--- config.mk ---
export PLATFORM = sky130hd
export DESIGN_NAME = rgb_to_hsv_converter_unit
export DESIGN_NICKNAME = d
export VERILOG_FILES = /design/src/rtl/rhc_pkg.sv /design/src/rtl/rhc_front.sv /design/src/rtl/rhc_div_stage.sv /design/src/rtl/rgb_to_hsv_converter_unit.sv
export VERILOG_INCLUDE_DIRS = /design/src /design/src/rtl
export SDC_FILE = /design/constraint.sdc
export NUM_CORES = 1
export LEC_CHECK = 0
export ABC_CLOCK_PERIOD_IN_PS = 10100
export BUFFER_PORTS_ARGS = -buffer_cell sky130_fd_sc_hd__buf_4
export CAP_MARGIN = 10
export CORE_MARGIN = 5
export CORE_UTILIZATION = 50
export CTS_CLUSTER_DIAMETER = 80
export DETAILED_ROUTE_END_ITERATION = 10
export PLACE_DENSITY_LB_ADDON = 0.2
export SYNTH_ARGS = -nofsm -noshare
export SYNTH_HDL_FRONTEND = slang
export SYNTH_SLANG_ARGS = --single-unit
--- constraint.sdc ---
create_clock -name i_clk -period 10.1 [get_ports i_clk]
set_input_delay 1.515 -clock i_clk [delete_from_list [all_inputs] [get_ports i_clk]]
set_output_delay 1.515 -clock i_clk [all_outputs]
set_load 0.01 [all_outputs]
--- src/rtl/assert_macros.svh ---
// Assertion macros shared by the converter RTL.
// Included by every file that carries concurrent assertions; no other dependencies.
`ifndef ASSERT_MACROS_SVH
`define ASSERT_MACROS_SVH
`ifndef SYNTHESIS
// Checked property with reset-qualified sampling.
`define ASSERT_RST(label, clk, rst_n, prop) \
    label: assert property (@(posedge clk) disable iff (!rst_n) prop) \
        else $error("assertion failed");
// Checked property that holds even while reset is applied.
`define ASSERT_ALWAYS(label, clk, prop) \
    label: assert property (@(posedge clk) prop) \
        else $error("assertion failed");
`else
`define ASSERT_RST(label, clk, rst_n, prop)
`define ASSERT_ALWAYS(label, clk, prop)
`endif
`endif

--- src/rtl/rhc_pkg.sv ---
// Shared types and constants for the RGB to HSV converter.
// No dependencies; imported by every module of the converter.
package rhc_pkg;

    localparam int COMP_W          = 8;    // width of one color sample
    localparam int SECT_W          = 11;   // sector offset, up to 6 * 255
    localparam int NUM_W           = 25;   // widest division numerator
    localparam int REM_W           = 9;    // divisor and remainder width
    localparam int QUOT_W          = 16;   // quotient bits produced
    localparam int HUE_W           = 15;
    localparam int DIV_STAGES      = 4;
    localparam int STEPS_PER_STAGE = QUOT_W / DIV_STAGES;

    // Hue numerator is 2 * 3840 * sectors + chroma, saturation numerator
    // is 2 * 65535 * chroma + value; both divide by twice the divisor.
    localparam int HUE_NUM_SCALE = 7680;
    localparam int SAT_NUM_SCALE = 131070;

    typedef struct packed {
        logic [REM_W-1:0]  rem;
        logic [REM_W-1:0]  den;
        logic [QUOT_W-1:0] bits;
    } t_div_lane;

    typedef struct packed {
        t_div_lane         hue;
        t_div_lane         sat;
        logic [COMP_W-1:0] value;
    } t_div_item;

endpackage

--- src/rtl/rhc_front.sv ---
// Front end of the converter: max/min/chroma, hue sector offset and
// division operands, in three register stages. Depends on rhc_pkg.
module rhc_front (
    input  logic                i_clk,
    input  logic                i_rst_n,
    input  logic                i_valid,
    input  logic [7:0]          i_red,
    input  logic [7:0]          i_green,
    input  logic [7:0]          i_blue,
    input  logic                i_take,
    output logic                o_take,
    output logic                o_valid,
    output rhc_pkg::t_div_item  o_data
);
    import rhc_pkg::*;

    // Stage 1: captured samples.
    logic              r1_valid;
    logic [COMP_W-1:0] r1_red, r1_green, r1_blue;
    // Stage 2: value, chroma and sector offset.
    logic              r2_valid;
    logic [COMP_W-1:0] r2_max, r2_chroma;
    logic [SECT_W-1:0] r2_sect;
    // Stage 3: division operands.
    logic              r3_valid;
    t_div_item         r3_data;

    logic en1, en2, en3;
    logic [COMP_W-1:0] n_max, n_min, n_chroma;
    logic [SECT_W-1:0] n_sect;
    logic [NUM_W-1:0]  hue_num, sat_num;
    t_div_item         n_item;

    assign en3    = !r3_valid || i_take;
    assign en2    = !r2_valid || en3;
    assign en1    = !r1_valid || en2;
    assign o_take = en1;

    always_comb begin
        n_max = r1_red;
        n_min = r1_red;
        if (r1_green > n_max) n_max = r1_green;
        if (r1_blue  > n_max) n_max = r1_blue;
        if (r1_green < n_min) n_min = r1_green;
        if (r1_blue  < n_min) n_min = r1_blue;
        n_chroma = n_max - n_min;
        // Red wins ties for the maximum, then green, then blue.
        if (n_max == r1_red) begin
            if (r1_green >= r1_blue) begin
                n_sect = SECT_W'(r1_green) - SECT_W'(r1_blue);
            end else begin
                n_sect = SECT_W'(6) * SECT_W'(n_chroma) - SECT_W'(r1_blue)
                       + SECT_W'(r1_green);
            end
        end else if (n_max == r1_green) begin
            n_sect = SECT_W'(2) * SECT_W'(n_chroma) + SECT_W'(r1_blue) - SECT_W'(r1_red);
        end else begin
            n_sect = SECT_W'(4) * SECT_W'(n_chroma) + SECT_W'(r1_red) - SECT_W'(r1_green);
        end
    end

    always_comb begin
        hue_num = NUM_W'(r2_sect) * NUM_W'(HUE_NUM_SCALE) + NUM_W'(r2_chroma);
        sat_num = NUM_W'(r2_chroma) * NUM_W'(SAT_NUM_SCALE) + NUM_W'(r2_max);
        // The quotient fits in QUOT_W bits, so the top numerator bits are
        // already below the divisor and seed the remainder directly.
        n_item.hue.rem  = hue_num[NUM_W-1:QUOT_W];
        n_item.hue.bits = hue_num[QUOT_W-1:0];
        n_item.hue.den  = (r2_chroma == '0) ? REM_W'(1) : {r2_chroma, 1'b0};
        n_item.sat.rem  = sat_num[NUM_W-1:QUOT_W];
        n_item.sat.bits = sat_num[QUOT_W-1:0];
        n_item.sat.den  = (r2_max == '0) ? REM_W'(1) : {r2_max, 1'b0};
        n_item.value    = r2_max;
    end

    always_ff @(posedge i_clk) begin
        if (!i_rst_n) begin
            r1_valid <= 1'b0;
            r2_valid <= 1'b0;
            r3_valid <= 1'b0;
        end else begin
            if (en1) r1_valid <= i_valid;
            if (en2) r2_valid <= r1_valid;
            if (en3) r3_valid <= r2_valid;
        end
    end

    always_ff @(posedge i_clk) begin
        if (en1) begin
            r1_red   <= i_red;
            r1_green <= i_green;
            r1_blue  <= i_blue;
        end
        if (en2) begin
            r2_max    <= n_max;
            r2_chroma <= n_chroma;
            r2_sect   <= n_sect;
        end
        if (en3) begin
            r3_data <= n_item;
        end
    end

    assign o_valid = r3_valid;
    assign o_data  = r3_data;

endmodule

--- src/rtl/rhc_div_stage.sv ---
// One stage of the pipelined restoring divider: a few quotient bits for
// both the hue and the saturation lane. Depends on rhc_pkg and assert_macros.svh.
`include "assert_macros.svh"
module rhc_div_stage (
    input  logic                i_clk,
    input  logic                i_rst_n,
    input  logic                i_valid,
    input  rhc_pkg::t_div_item  i_data,
    input  logic                i_take,
    output logic                o_take,
    output logic                o_valid,
    output rhc_pkg::t_div_item  o_data
);
    import rhc_pkg::*;

    logic      r_valid;
    t_div_item r_data;
    t_div_item n_data;
    logic      en;

    function automatic t_div_lane div_steps(input t_div_lane l_in);
        t_div_lane      l;
        logic [REM_W:0] t;
        l = l_in;
        for (int k = 0; k < STEPS_PER_STAGE; k++) begin
            t      = {l.rem, l.bits[QUOT_W-1]};
            l.bits = {l.bits[QUOT_W-2:0], 1'b0};
            if (t >= {1'b0, l.den}) begin
                l.rem     = REM_W'(t - {1'b0, l.den});
                l.bits[0] = 1'b1;
            end else begin
                l.rem = t[REM_W-1:0];
            end
        end
        return l;
    endfunction

    assign en     = !r_valid || i_take;
    assign o_take = en;

    always_comb begin
        n_data       = i_data;
        n_data.hue   = div_steps(i_data.hue);
        n_data.sat   = div_steps(i_data.sat);
    end

    always_ff @(posedge i_clk) begin
        if (!i_rst_n) begin
            r_valid <= 1'b0;
        end else if (en) begin
            r_valid <= i_valid;
        end
    end

    always_ff @(posedge i_clk) begin
        if (en) begin
            r_data <= n_data;
        end
    end

    assign o_valid = r_valid;
    assign o_data  = r_data;

    `ASSERT_RST(a_hue_rem_below_den, i_clk, i_rst_n, r_valid |-> r_data.hue.rem < r_data.hue.den)
    `ASSERT_RST(a_sat_rem_below_den, i_clk, i_rst_n, r_valid |-> r_data.sat.rem < r_data.sat.den)
    `ASSERT_RST(a_held_when_blocked, i_clk, i_rst_n, r_valid && !i_take |=> r_valid && $stable(r_data))

endmodule

--- src/rtl/rgb_to_hsv_converter_unit.sv ---
// Top level of the RGB to HSV converter: front end plus pipelined divider.
// Depends on rhc_pkg, rhc_front, rhc_div_stage and assert_macros.svh.
`include "assert_macros.svh"
// The unit turns one 8-bit RGB pixel into hue (1/64 degree units), saturation
// (65535 means fully saturated) and value (the largest sample), with both
// divisions rounded to nearest and exact halves rounded up. It accepts one pixel
// per clock and delivers one result per clock when the output is not stalled.
// Each pixel passes through three front-end stages (sample capture, max/min and
// sector, division operands) and four divider stages, each producing four of the
// sixteen quotient bits of both divisions. Every stage has its own valid bit and
// advances whenever the stage after it is empty or moving, so a stall on the
// output only stops the pipeline once the bubbles ahead of it have filled. Grey
// pixels give hue zero and black pixels give saturation zero.
module rgb_to_hsv_converter_unit (
    input  logic        i_clk,
    input  logic        i_rst_n,
    input  logic        i_valid,
    output logic        o_stall,
    input  logic [7:0]  i_red,
    input  logic [7:0]  i_green,
    input  logic [7:0]  i_blue,
    output logic        o_valid,
    input  logic        i_stall,
    output logic [14:0] o_hue,
    output logic [15:0] o_saturation,
    output logic [7:0]  o_value
);
    import rhc_pkg::*;

    // Position 0 is the front-end output; position DIV_STAGES is the last
    // divider stage, whose registers drive the output ports directly.
    t_div_item pipe_data  [DIV_STAGES+1];
    logic      pipe_valid [DIV_STAGES+1];
    logic      pipe_take  [DIV_STAGES+1];
    logic      front_take;

    rhc_front u_front (
        .i_clk   (i_clk),
        .i_rst_n (i_rst_n),
        .i_valid (i_valid),
        .i_red   (i_red),
        .i_green (i_green),
        .i_blue  (i_blue),
        .i_take  (pipe_take[0]),
        .o_take  (front_take),
        .o_valid (pipe_valid[0]),
        .o_data  (pipe_data[0])
    );

    for (genvar s = 0; s < DIV_STAGES; s++) begin : g_div
        rhc_div_stage u_stage (
            .i_clk   (i_clk),
            .i_rst_n (i_rst_n),
            .i_valid (pipe_valid[s]),
            .i_data  (pipe_data[s]),
            .i_take  (pipe_take[s+1]),
            .o_take  (pipe_take[s]),
            .o_valid (pipe_valid[s+1]),
            .o_data  (pipe_data[s+1])
        );
    end

    // The last stage can take new data whenever the consumer is not stalling.
    assign pipe_take[DIV_STAGES] = !i_stall;

    assign o_stall      = !front_take;
    assign o_valid      = pipe_valid[DIV_STAGES];
    assign o_hue        = pipe_data[DIV_STAGES].hue.bits[HUE_W-1:0];
    assign o_saturation = pipe_data[DIV_STAGES].sat.bits;
    assign o_value      = pipe_data[DIV_STAGES].value;

    `ASSERT_RST(a_black_unsaturated, i_clk, i_rst_n, o_valid && o_value == '0 |-> o_saturation == '0)
    `ASSERT_RST(a_hue_in_range, i_clk, i_rst_n, o_valid |-> o_hue < 15'd23040)
    `ASSERT_RST(a_empty_never_stalls, i_clk, i_rst_n, !o_valid |-> !o_stall)

endmodule
# Word level (Yosys, flattened, before mapping)

Cells that the tools add are included.
Widths: inputs -> output; s select.

Input port bits: 28
Output and inout bits: 41
Word-level logic and storage cells: 217
Bits in registers: 401

Reduce and logical (&&, ||, !) cells: 18
Add/sub/neg operators: 40
Multipliers: 3
Equal/unequal tests: 2
Magnitude comparators: 37
Multiplexer cells: 71

Operator list:

| cell                  | count |
|---|---|
| $ge 10x9->1           | 32 |
| $mux 9                | 30 |
| $sub 9x9->9           | 30 |
| $mux 1                | 34 |
| $mux 11               | 3 |
| $sub 11x8->11         | 3 |
| $mux 8                | 4 |
| $add 24x8->25         | 1 |
| $add 25x8->25         | 1 |
| $mul 8x16->24 const B | 1 |
| $eq 8x8->1            | 2 |
| $gt 8x8->1            | 2 |
| $logic_not 8->1       | 2 |
| $lt 8x8->1            | 2 |
| $mul 11x4->15 const B | 1 |
| $add 10x8->11         | 1 |
| $add 11x8->11         | 1 |
| $add 9x8->10          | 1 |
| $mul 2x8->10 const A  | 1 |
| $logic_not 1->1       | 9 |
| $sub 8x8->9           | 1 |
| $ge 8x8->1            | 1 |
| $sub 8x8->8           | 1 |
| $logic_or 1x1->1      | 7 |

# Logic depth before layout (Yosys ltp)

Gate-level depths: netlist of run 1.

Depth after elaboration: 10
Gate-level depth with buffers: 49
Depth with buffers taken out: 46

# Hierarchy

From an unflattened synthesis of run 1, not the netlist that was laid out.

Cells, all modules: 3,416
Area total of the unflattened synthesis: 36,058.3 um2

Modules (own cells, without submodules):

| module                           | sequential area each (um2) | area each (um2) | instances | cells each |
|---|---|---|---|---|
| rhc_front                        | 3,783.6                    | 11,501.0        | 1         | 1,111 |
| rhc_div_stage (g_div[0].u_stage) | 2,302.2                    | 6,158.4         | 1         | 579 |
| rhc_div_stage (g_div[3].u_stage) | 2,302.2                    | 6,154.7         | 1         | 573 |
| rhc_div_stage (g_div[1].u_stage) | 2,302.2                    | 6,145.9         | 1         | 567 |
| rhc_div_stage (g_div[2].u_stage) | 2,302.2                    | 6,090.8         | 1         | 584 |
| rgb_to_hsv_converter_unit        | 0.0                        | 7.5             | 1         | 2 |

# Worst setup path before layout of run 1

Ideal clock, no wire load.

Path type: register to register
From: register g_div[1].u_stage.r_data (netlist bit g_div[1].u_stage.o_data[23])
To: register g_div[2].u_stage.r_data (netlist bit g_div[2].u_stage.o_data[34]) (data pin)
Library setup time: 260 ps
Period minus slack after synthesis: 9,086 ps
Setup slack: 1,014 ps
Path buffers: 3
Stages on the path, launching flop included: 47
Required time: 9,840 ps
Arrival time: 8,827 ps
Cell sequence: edfxtp_1 inv_1 ha_1 inv_1 fa_1 a21o_1 a21oi_1 o22ai_1 nor2_1 nor2b_1 nor2_1 clkbuf_1 mux2_2 ha_1 nand2_1 nand2_1 a21oi_1 nor2_1 (+11 left out) a21oi_1 o21bai_1 a21oi_1 o21ai_0 a221o_1 a21oi_1 clkbuf_1 mux2_2 ha_1 a21o_1 a21oi_1 nor2_1 nor2_1 nand2_1 o21ai_0 nand2b_1 a211oi_2 mux2_2

RTL lines:

| what                   | RTL line            | source |
|---|---|---|
| from (decl)            | rhc_div_stage.sv:17 | `t_div_item r_data;` |
| from (signal assigned) | rhc_div_stage.sv:57 | `r_data <= n_data;` |
| to (signal assigned)   | rhc_div_stage.sv:57 |  |
| to (decl)              | rhc_div_stage.sv:17 |  |

==> results.ini, run 1 <==
[route]
routed_via_density=5.64
drtAntennaViolNets=0
drtPass1Iterations=5
routed_length_per_instance_um=17.8
count_of_vias_placed_by_the_detailed_router=23800
drt_iter0_drc=1310
wl_mm=75.3
drt_drc_violations_left=0

[synthesis]
synth_top_area_share_pct=34.7
seq_area_frac_synth_pct=35.1
postSynthAreaPerCell_um2=10.3
syn_inst=3220
synth_enable_flop_cells=384
post-synth-top-count-cell=sky130_fd_sc_hd__ha_1
synth.ff_latch_count=391
asyncSetResetFlopFracSynth_pct=0
post-synth-top-area-cell=sky130_fd_sc_hd__edfxtp_1
synth_top_cells_by_area=sky130_fd_sc_hd__edfxtp_1 35%, sky130_fd_sc_hd__ha_1 16%, sky130_fd_sc_hd__fa_1 6.0%
netlist_area_um2=33200
synth.distinct_cells=96
synth_fp_nets=3782
synth-main-ff-cell=sky130_fd_sc_hd__edfxtp_1
post_synth_most_frequent_cells=435 x sky130_fd_sc_hd__ha_1, 384 x sky130_fd_sc_hd__edfxtp_1, 353 x sky130_fd_sc_hd__inv_1
synth_warnings=0

[sta]
maxSlewViolCount=0
final.period_utilization_pct=93.4
slew-limit-headroom_pct=29.0
max_freq_mhz=106
finalWorstPathRequiredPeriod_ns=9.43
clock-skew-final_ns=0.0117
tightestPinTransition_ns=1.06
finalSetupViolCount=0
report.final.hold_viol_count=0

[setup_path]
critical_path.max_fanout=15
worst_setup_path_end_kind=flop
worstSetupPathType=reg -> reg
critical-path-max-stage-delay_ns=0.55
worst_path_slowest_cell=sky130_fd_sc_hd__a2111o_1
cp.arrival_ns=9.77
crit_buf_inv=4
path_delay_family=compound AO/OA/AOI/OAI gates
crit_path_required_time_ns=10.44
timing.critical_path.from_type=flop
most_common_cell_on_crit_path=sky130_fd_sc_hd__nor2_1

[final_layout]
final_design_area_no_fill_um2=36600
areaGrowthSynthToFinish_pct=10.3
diodes=0
nets=3888
ratio_of_cells_with_drive_above_1_in_the_final_layout_pct=10.5

[clock_network]
cts_buffer_depth=3
cts.root.buffer_cell=sky130_fd_sc_hd__clkbuf_16
tritoncts=built
clkSlewWorstSetupHoldPaths_ns=0.06
tritoncts.num_buffers=50
clkSinkCount=391
h_tree_levels=2
clk-insertion-delay-late_ns=0.59

[place]
place.gp.congestion=0.900
hpwlAfterDp_mm=59.2
port-buffer-count=68
placed_cell_area_um2=34800

[die]
fp.coreArea_um2=65900
floorplan.rows=94
start_util_pct=50.5
dieHeight_um=268
dieArea_um2=71700
floorplan.die.width_um=268
floorplan.io_pins=69

[grt]
global_route.usage.total_pct=20.7
grt_overflow=0
number_of_antenna_violations_at_the_first_check_in_global_routing=0
grt_max_degree=68
grt_first_pass_wirelength_mm=123
first_global_vias=24400

[hold_path]
hold_path_class=reg -> reg

[run]
max_cap_viol_count=0

[outcome]
outcome=finished, final reports clean

-- through the flow --
| stage | hold slack (ns) | setup WS, ns | util [%] | cells | setup TNS (ns) |
|---|---|---|---|---|---|
| final | 0.415 | 0.670 | 55.6 | 4229 | 0 |
| after global routing | 0.423 | -0.00835 | 55.6 | 4229 | -0.00835 |
| after CTS | 0.416 | 0.290 | 55.5 | 4225 | 0 |
| after detailed placement | 0.405 | 0.304 | 52.9 | 4134 | 0 |
| after global placement | 0.400 | 0.495 | 52.9 | 4134 | 0 |
| after floorplan | 0.400 | 1.01 | - | 3220 | 0 |
-- logic make-up (layout without fill, tap and decap cells) --
family                   after synthesis  count (layout)  synth area share (%)
AO/OA/AOI/OAI                        810             810                  15.6
AND/OR/NAND/NOR                      638             638                  9.32
adder cells (fa/ha/maj)              535             535                  22.4
buffers and inverters                405             550                  4.78
flip-flops                           391             391                  35.1
XOR/XNOR                             279             279                  7.45
multiplexers                         162             162                  5.36
-- layout make-up --
cell class | instances | area [µm²]
Tap cell | 864 | 1080
Clock inverter | 34 | 435
Timing Repair Buffer | 105 | 813
Clock buffer | 57 | 1300
Sequential cell | 391 | 11700
Inverter | 354 | 1330
Fill cell | 5643 | 29200
Multi-Input combinational cell | 2424 | 20000
-- routing by layer --
metal	global-route usage [%]	vias up	share of wire (%)
met5	0	-	0
met3	2.30	147	3.2
met1	26.6	11400	44
met2	37.0	451	49
li1	-	11800	-
met4	6.27	0	3.1
-- final timing paths --
check	start	end	slack, ns	cells after the start
hold / removal	g_div[0].u_stage.o_data[4]	g_div[1].u_stage.o_data[4]	0.41	0
hold reg to reg	g_div[0].u_stage.o_data[4]	g_div[1].u_stage.o_data[4]	0.41	0
setup reg to reg	g_div[0].u_stage.o_data[24]	g_div[1].u_stage.o_data[36]	0.67	43
setup / recovery	g_div[0].u_stage.o_data[24]	g_div[1].u_stage.o_data[36]	0.67	43
-- cell usage in the layout, fill, tap and decap left out, types with 6 or more instances in the layout --
cell / count
sky130_fd_sc_hd__nor3_1: 16
sky130_fd_sc_hd__o21a_1: 16
sky130_fd_sc_hd__o211ai_1: 13
sky130_fd_sc_hd__bufinv_16: 8
sky130_fd_sc_hd__a21boi_0: 7
sky130_fd_sc_hd__clkbuf_16: 51
sky130_fd_sc_hd__nand2_1: 170
sky130_fd_sc_hd__inv_1: 351
sky130_fd_sc_hd__nor2b_1: 60
sky130_fd_sc_hd__o21ai_0: 180
sky130_fd_sc_hd__ha_1: 435
sky130_fd_sc_hd__a211oi_1: 11
sky130_fd_sc_hd__a221oi_1: 11
sky130_fd_sc_hd__nor4_1: 11
sky130_fd_sc_hd__nand4_1: 68
sky130_fd_sc_hd__edfxtp_1: 384
sky130_fd_sc_hd__o31ai_1: 23
sky130_fd_sc_hd__a21oi_1: 265
sky130_fd_sc_hd__buf_4: 103
sky130_fd_sc_hd__and2_1: 13
sky130_fd_sc_hd__xor2_1: 90
sky130_fd_sc_hd__mux2i_1: 42
sky130_fd_sc_hd__fa_1: 99
sky130_fd_sc_hd__dfxtp_1: 7
sky130_fd_sc_hd__o21bai_1: 72
sky130_fd_sc_hd__nor2_1: 198
sky130_fd_sc_hd__mux2_2: 119
sky130_fd_sc_hd__xnor2_1: 187
sky130_fd_sc_hd__clkinv_1: 7
sky130_fd_sc_hd__nand3_1: 16
sky130_fd_sc_hd__a21o_1: 120
sky130_fd_sc_hd__nand2b_1: 41
sky130_fd_sc_hd__o21ai_1: 9
sky130_fd_sc_hd__clkbuf_1: 6
sky130_fd_sc_hd__and3_1: 12
sky130_fd_sc_hd__a211o_1: 6
-- timing repair --
item                                   CTS  global route
endpoints found under the hold margin    0             0
hold buffers                             0             0
gates resized for setup                  0             8
buffers inserted                         0             4
setup endpoints to repair                0            39
-- registers in the layout (all words and copies together) (netlist names) --
name and flops:
u_front.r2_sect 11, u_front.o_data 73, u_front.r1_valid 1, u_front.r2_max 8, u_front.r1_red 8, u_front.r1_blue 8, u_front.r2_valid 1, u_front.o_valid 1
g_div.u_stage.o_data 260, g_div.u_stage.o_valid 4, u_front.r2_chroma 8, u_front.r1_green 8
Power of run 1 is left out: the tool's default activity adds up to more than one toggle a clock period on the data nets, which glitch-free logic cannot reach.
==> inputs of run 2 (changes only) <==
RECOVER_POWER = 100   (was default)
==> results.ini, run 2 (synthesized netlist as in run 1, its figures left out) <==
[sta]
max_freq_mhz=104
report.final.hold_viol_count=0
tightestPinTransition_ns=3.64
finalSetupViolCount=0
hold_slack_ns=0.415
slew-limit-headroom_pct=-143
finalWorstPathRequiredPeriod_ns=9.63
maxSlewViolCount=300
clock-skew-final_ns=0.0120
final.period_utilization_pct=95.3

[clock_network]
clkSinkCount=391
clkSlewWorstSetupHoldPaths_ns=0.06
h_tree_levels=2
cts.root.buffer_cell=sky130_fd_sc_hd__clkbuf_16
tritoncts=built
tritoncts.num_buffers=50
clk-insertion-delay-late_ns=0.59
cts_buffer_depth=3

[route]
wl_mm=75.4
count_of_vias_placed_by_the_detailed_router=23900
drt_iter0_drc=1333
routed_via_density=5.64
drtAntennaViolNets=0
routed_length_per_instance_um=17.8
drt_drc_violations_left=0
drtPass1Iterations=5

[place]
place.gp.congestion=0.900
hpwlAfterDp_mm=59.2
port-buffer-count=68

[die]
floorplan.io_pins=69
fp.coreArea_um2=65900
dieArea_um2=71700
dieHeight_um=268
floorplan.die.width_um=268
start_util_pct=50.5
floorplan.rows=94

[setup_path]
crit-reg2reg-capture=u_front.r2_sect[10]
path_length_in_cells_of_the_critical_path=35
path_delay_family=compound AO/OA/AOI/OAI gates
timing.critical_path.from_type=flop
most_common_cell_on_crit_path=sky130_fd_sc_hd__ha_1
worst-r2r-setup-slack_ns=0.47
critical-path-max-stage-delay_ns=0.57
worst_path_slowest_cell=sky130_fd_sc_hd__a21oi_1
worstSetupPathType=reg -> reg
rr_worst_depth=35
crit_path_required_time_ns=10.46
rr_startpoint=u_front.r1_red[6]
timing.critical_path.from=u_front.r1_red[6]
cp.arrival_ns=9.99
worst_setup_path_end_kind=flop
critical_path.max_fanout=14
destination_of_the_critical_timing_path=u_front.r2_sect[10]
crit_buf_inv=4

[grt]
grt_overflow=0
first_global_vias=24400
grt_first_pass_wirelength_mm=123
global_route.usage.total_pct=20.7
number_of_antenna_violations_at_the_first_check_in_global_routing=0
grt_max_degree=68

[outcome]
failed_checks=capacitance limit, slew limit
outcome=finished, violations left

[final_layout]
layout.cells.most_common_list=435 x sky130_fd_sc_hd__ha_1, 384 x sky130_fd_sc_hd__edfxtp_1, 352 x sky130_fd_sc_hd__inv_1
diodes=0
largest_register_ff_count=260
nets=3888
areaGrowthSynthToFinish_pct=9.51
ratio_of_cells_with_drive_above_1_in_the_final_layout_pct=8.47
mostFrequentLayoutCell=sky130_fd_sc_hd__ha_1

[run]
max_cap_viol_count=5

[hold_path]
timing.hold.worst_path_depth=0
hold_path_class=reg -> reg

[run 2: cell count changes in the layout (fill, tap and decap cells not counted), moves of 2 or more]
cell and delta:
sky130_fd_sc_hd__buf_4 -78, sky130_fd_sc_hd__clkbuf_1 +52, sky130_fd_sc_hd__clkbuf_4 +26, sky130_fd_sc_hd__mux2_1 +9
sky130_fd_sc_hd__mux2_2 -9, sky130_fd_sc_hd__nand2_1 +2
[run 2: worst min path at each step]
stage	slack [ns]	to	from
after floorplan	0.40	g_div[0].u_stage.o_data[0]	u_front.o_data[0]
after global placement	0.40	g_div[3].u_stage.o_data[53]	g_div[2].u_stage.o_data[49]
after detailed placement	0.40	g_div[0].u_stage.o_data[6]	u_front.o_data[6]
after CTS	0.42	g_div[1].u_stage.o_data[15]	g_div[0].u_stage.o_data[11]
after global routing	0.42	g_div[0].u_stage.o_data[15]	u_front.o_data[11]
final	0.41	g_div[1].u_stage.o_data[4]	g_div[0].u_stage.o_data[4]
[run 2: worst reg2reg max path: cells and delay by family, from the launching register on]
kind                     cells  cell delay (ns)
AO/OA/AOI/OAI               14             4.03
XOR/XNOR                     3             0.51
adder cells (fa/ha/maj)      7             2.28
buffers and inverters        4             0.90
flip-flops                   1             0.53
multiplexers                 2             0.49
AND/OR/NAND/NOR              5             0.67
[run 2: repair_timing]
action / in CTS / in global routing
hold buffers: 0 / 0
buffers inserted: 0 / 4
endpoints found under the setup margin: 0 / 39
endpoints found under the hold margin: 0 / 0
resized for setup: 0 / 8
[run 2: final cells by class]
class | instances | area [µm²]
repair buffers | 105 | 618
inverters | 354 | 1330
fillers | 5693 | 29500
multi-input cells | 2424 | 20000
flip-flops and latches | 391 | 11700
well taps | 864 | 1080
clock inverters | 34 | 435
clock buffers | 57 | 1300
[run 2: through the flow]
step	cell area (µm²)	utilization, %	setup TNS, ns	setup WS, ns	instances
after floorplan	33200	-	0	1.01	3220
after global placement	34800	52.9	0	0.495	4134
after CTS	36600	55.5	0	0.290	4225
final	36400	55.3	0	0.471	4229
after detailed placement	34800	52.9	0	0.304	4134
after global routing	36400	55.3	-0.00835	-0.00835	4229
[run 2: per-layer routing]
metal | up-vias | track usage (%) | wire length [µm]
met2 | 467 | 37.0 | 37300
met1 | 11400 | 26.6 | 33300
met5 | - | 0 | 0
li1 | 11800 | - | -
met3 | 145 | 2.30 | 2640
met4 | 0 | 6.27 | 2200
Power of run 2 is left out for the same reason.
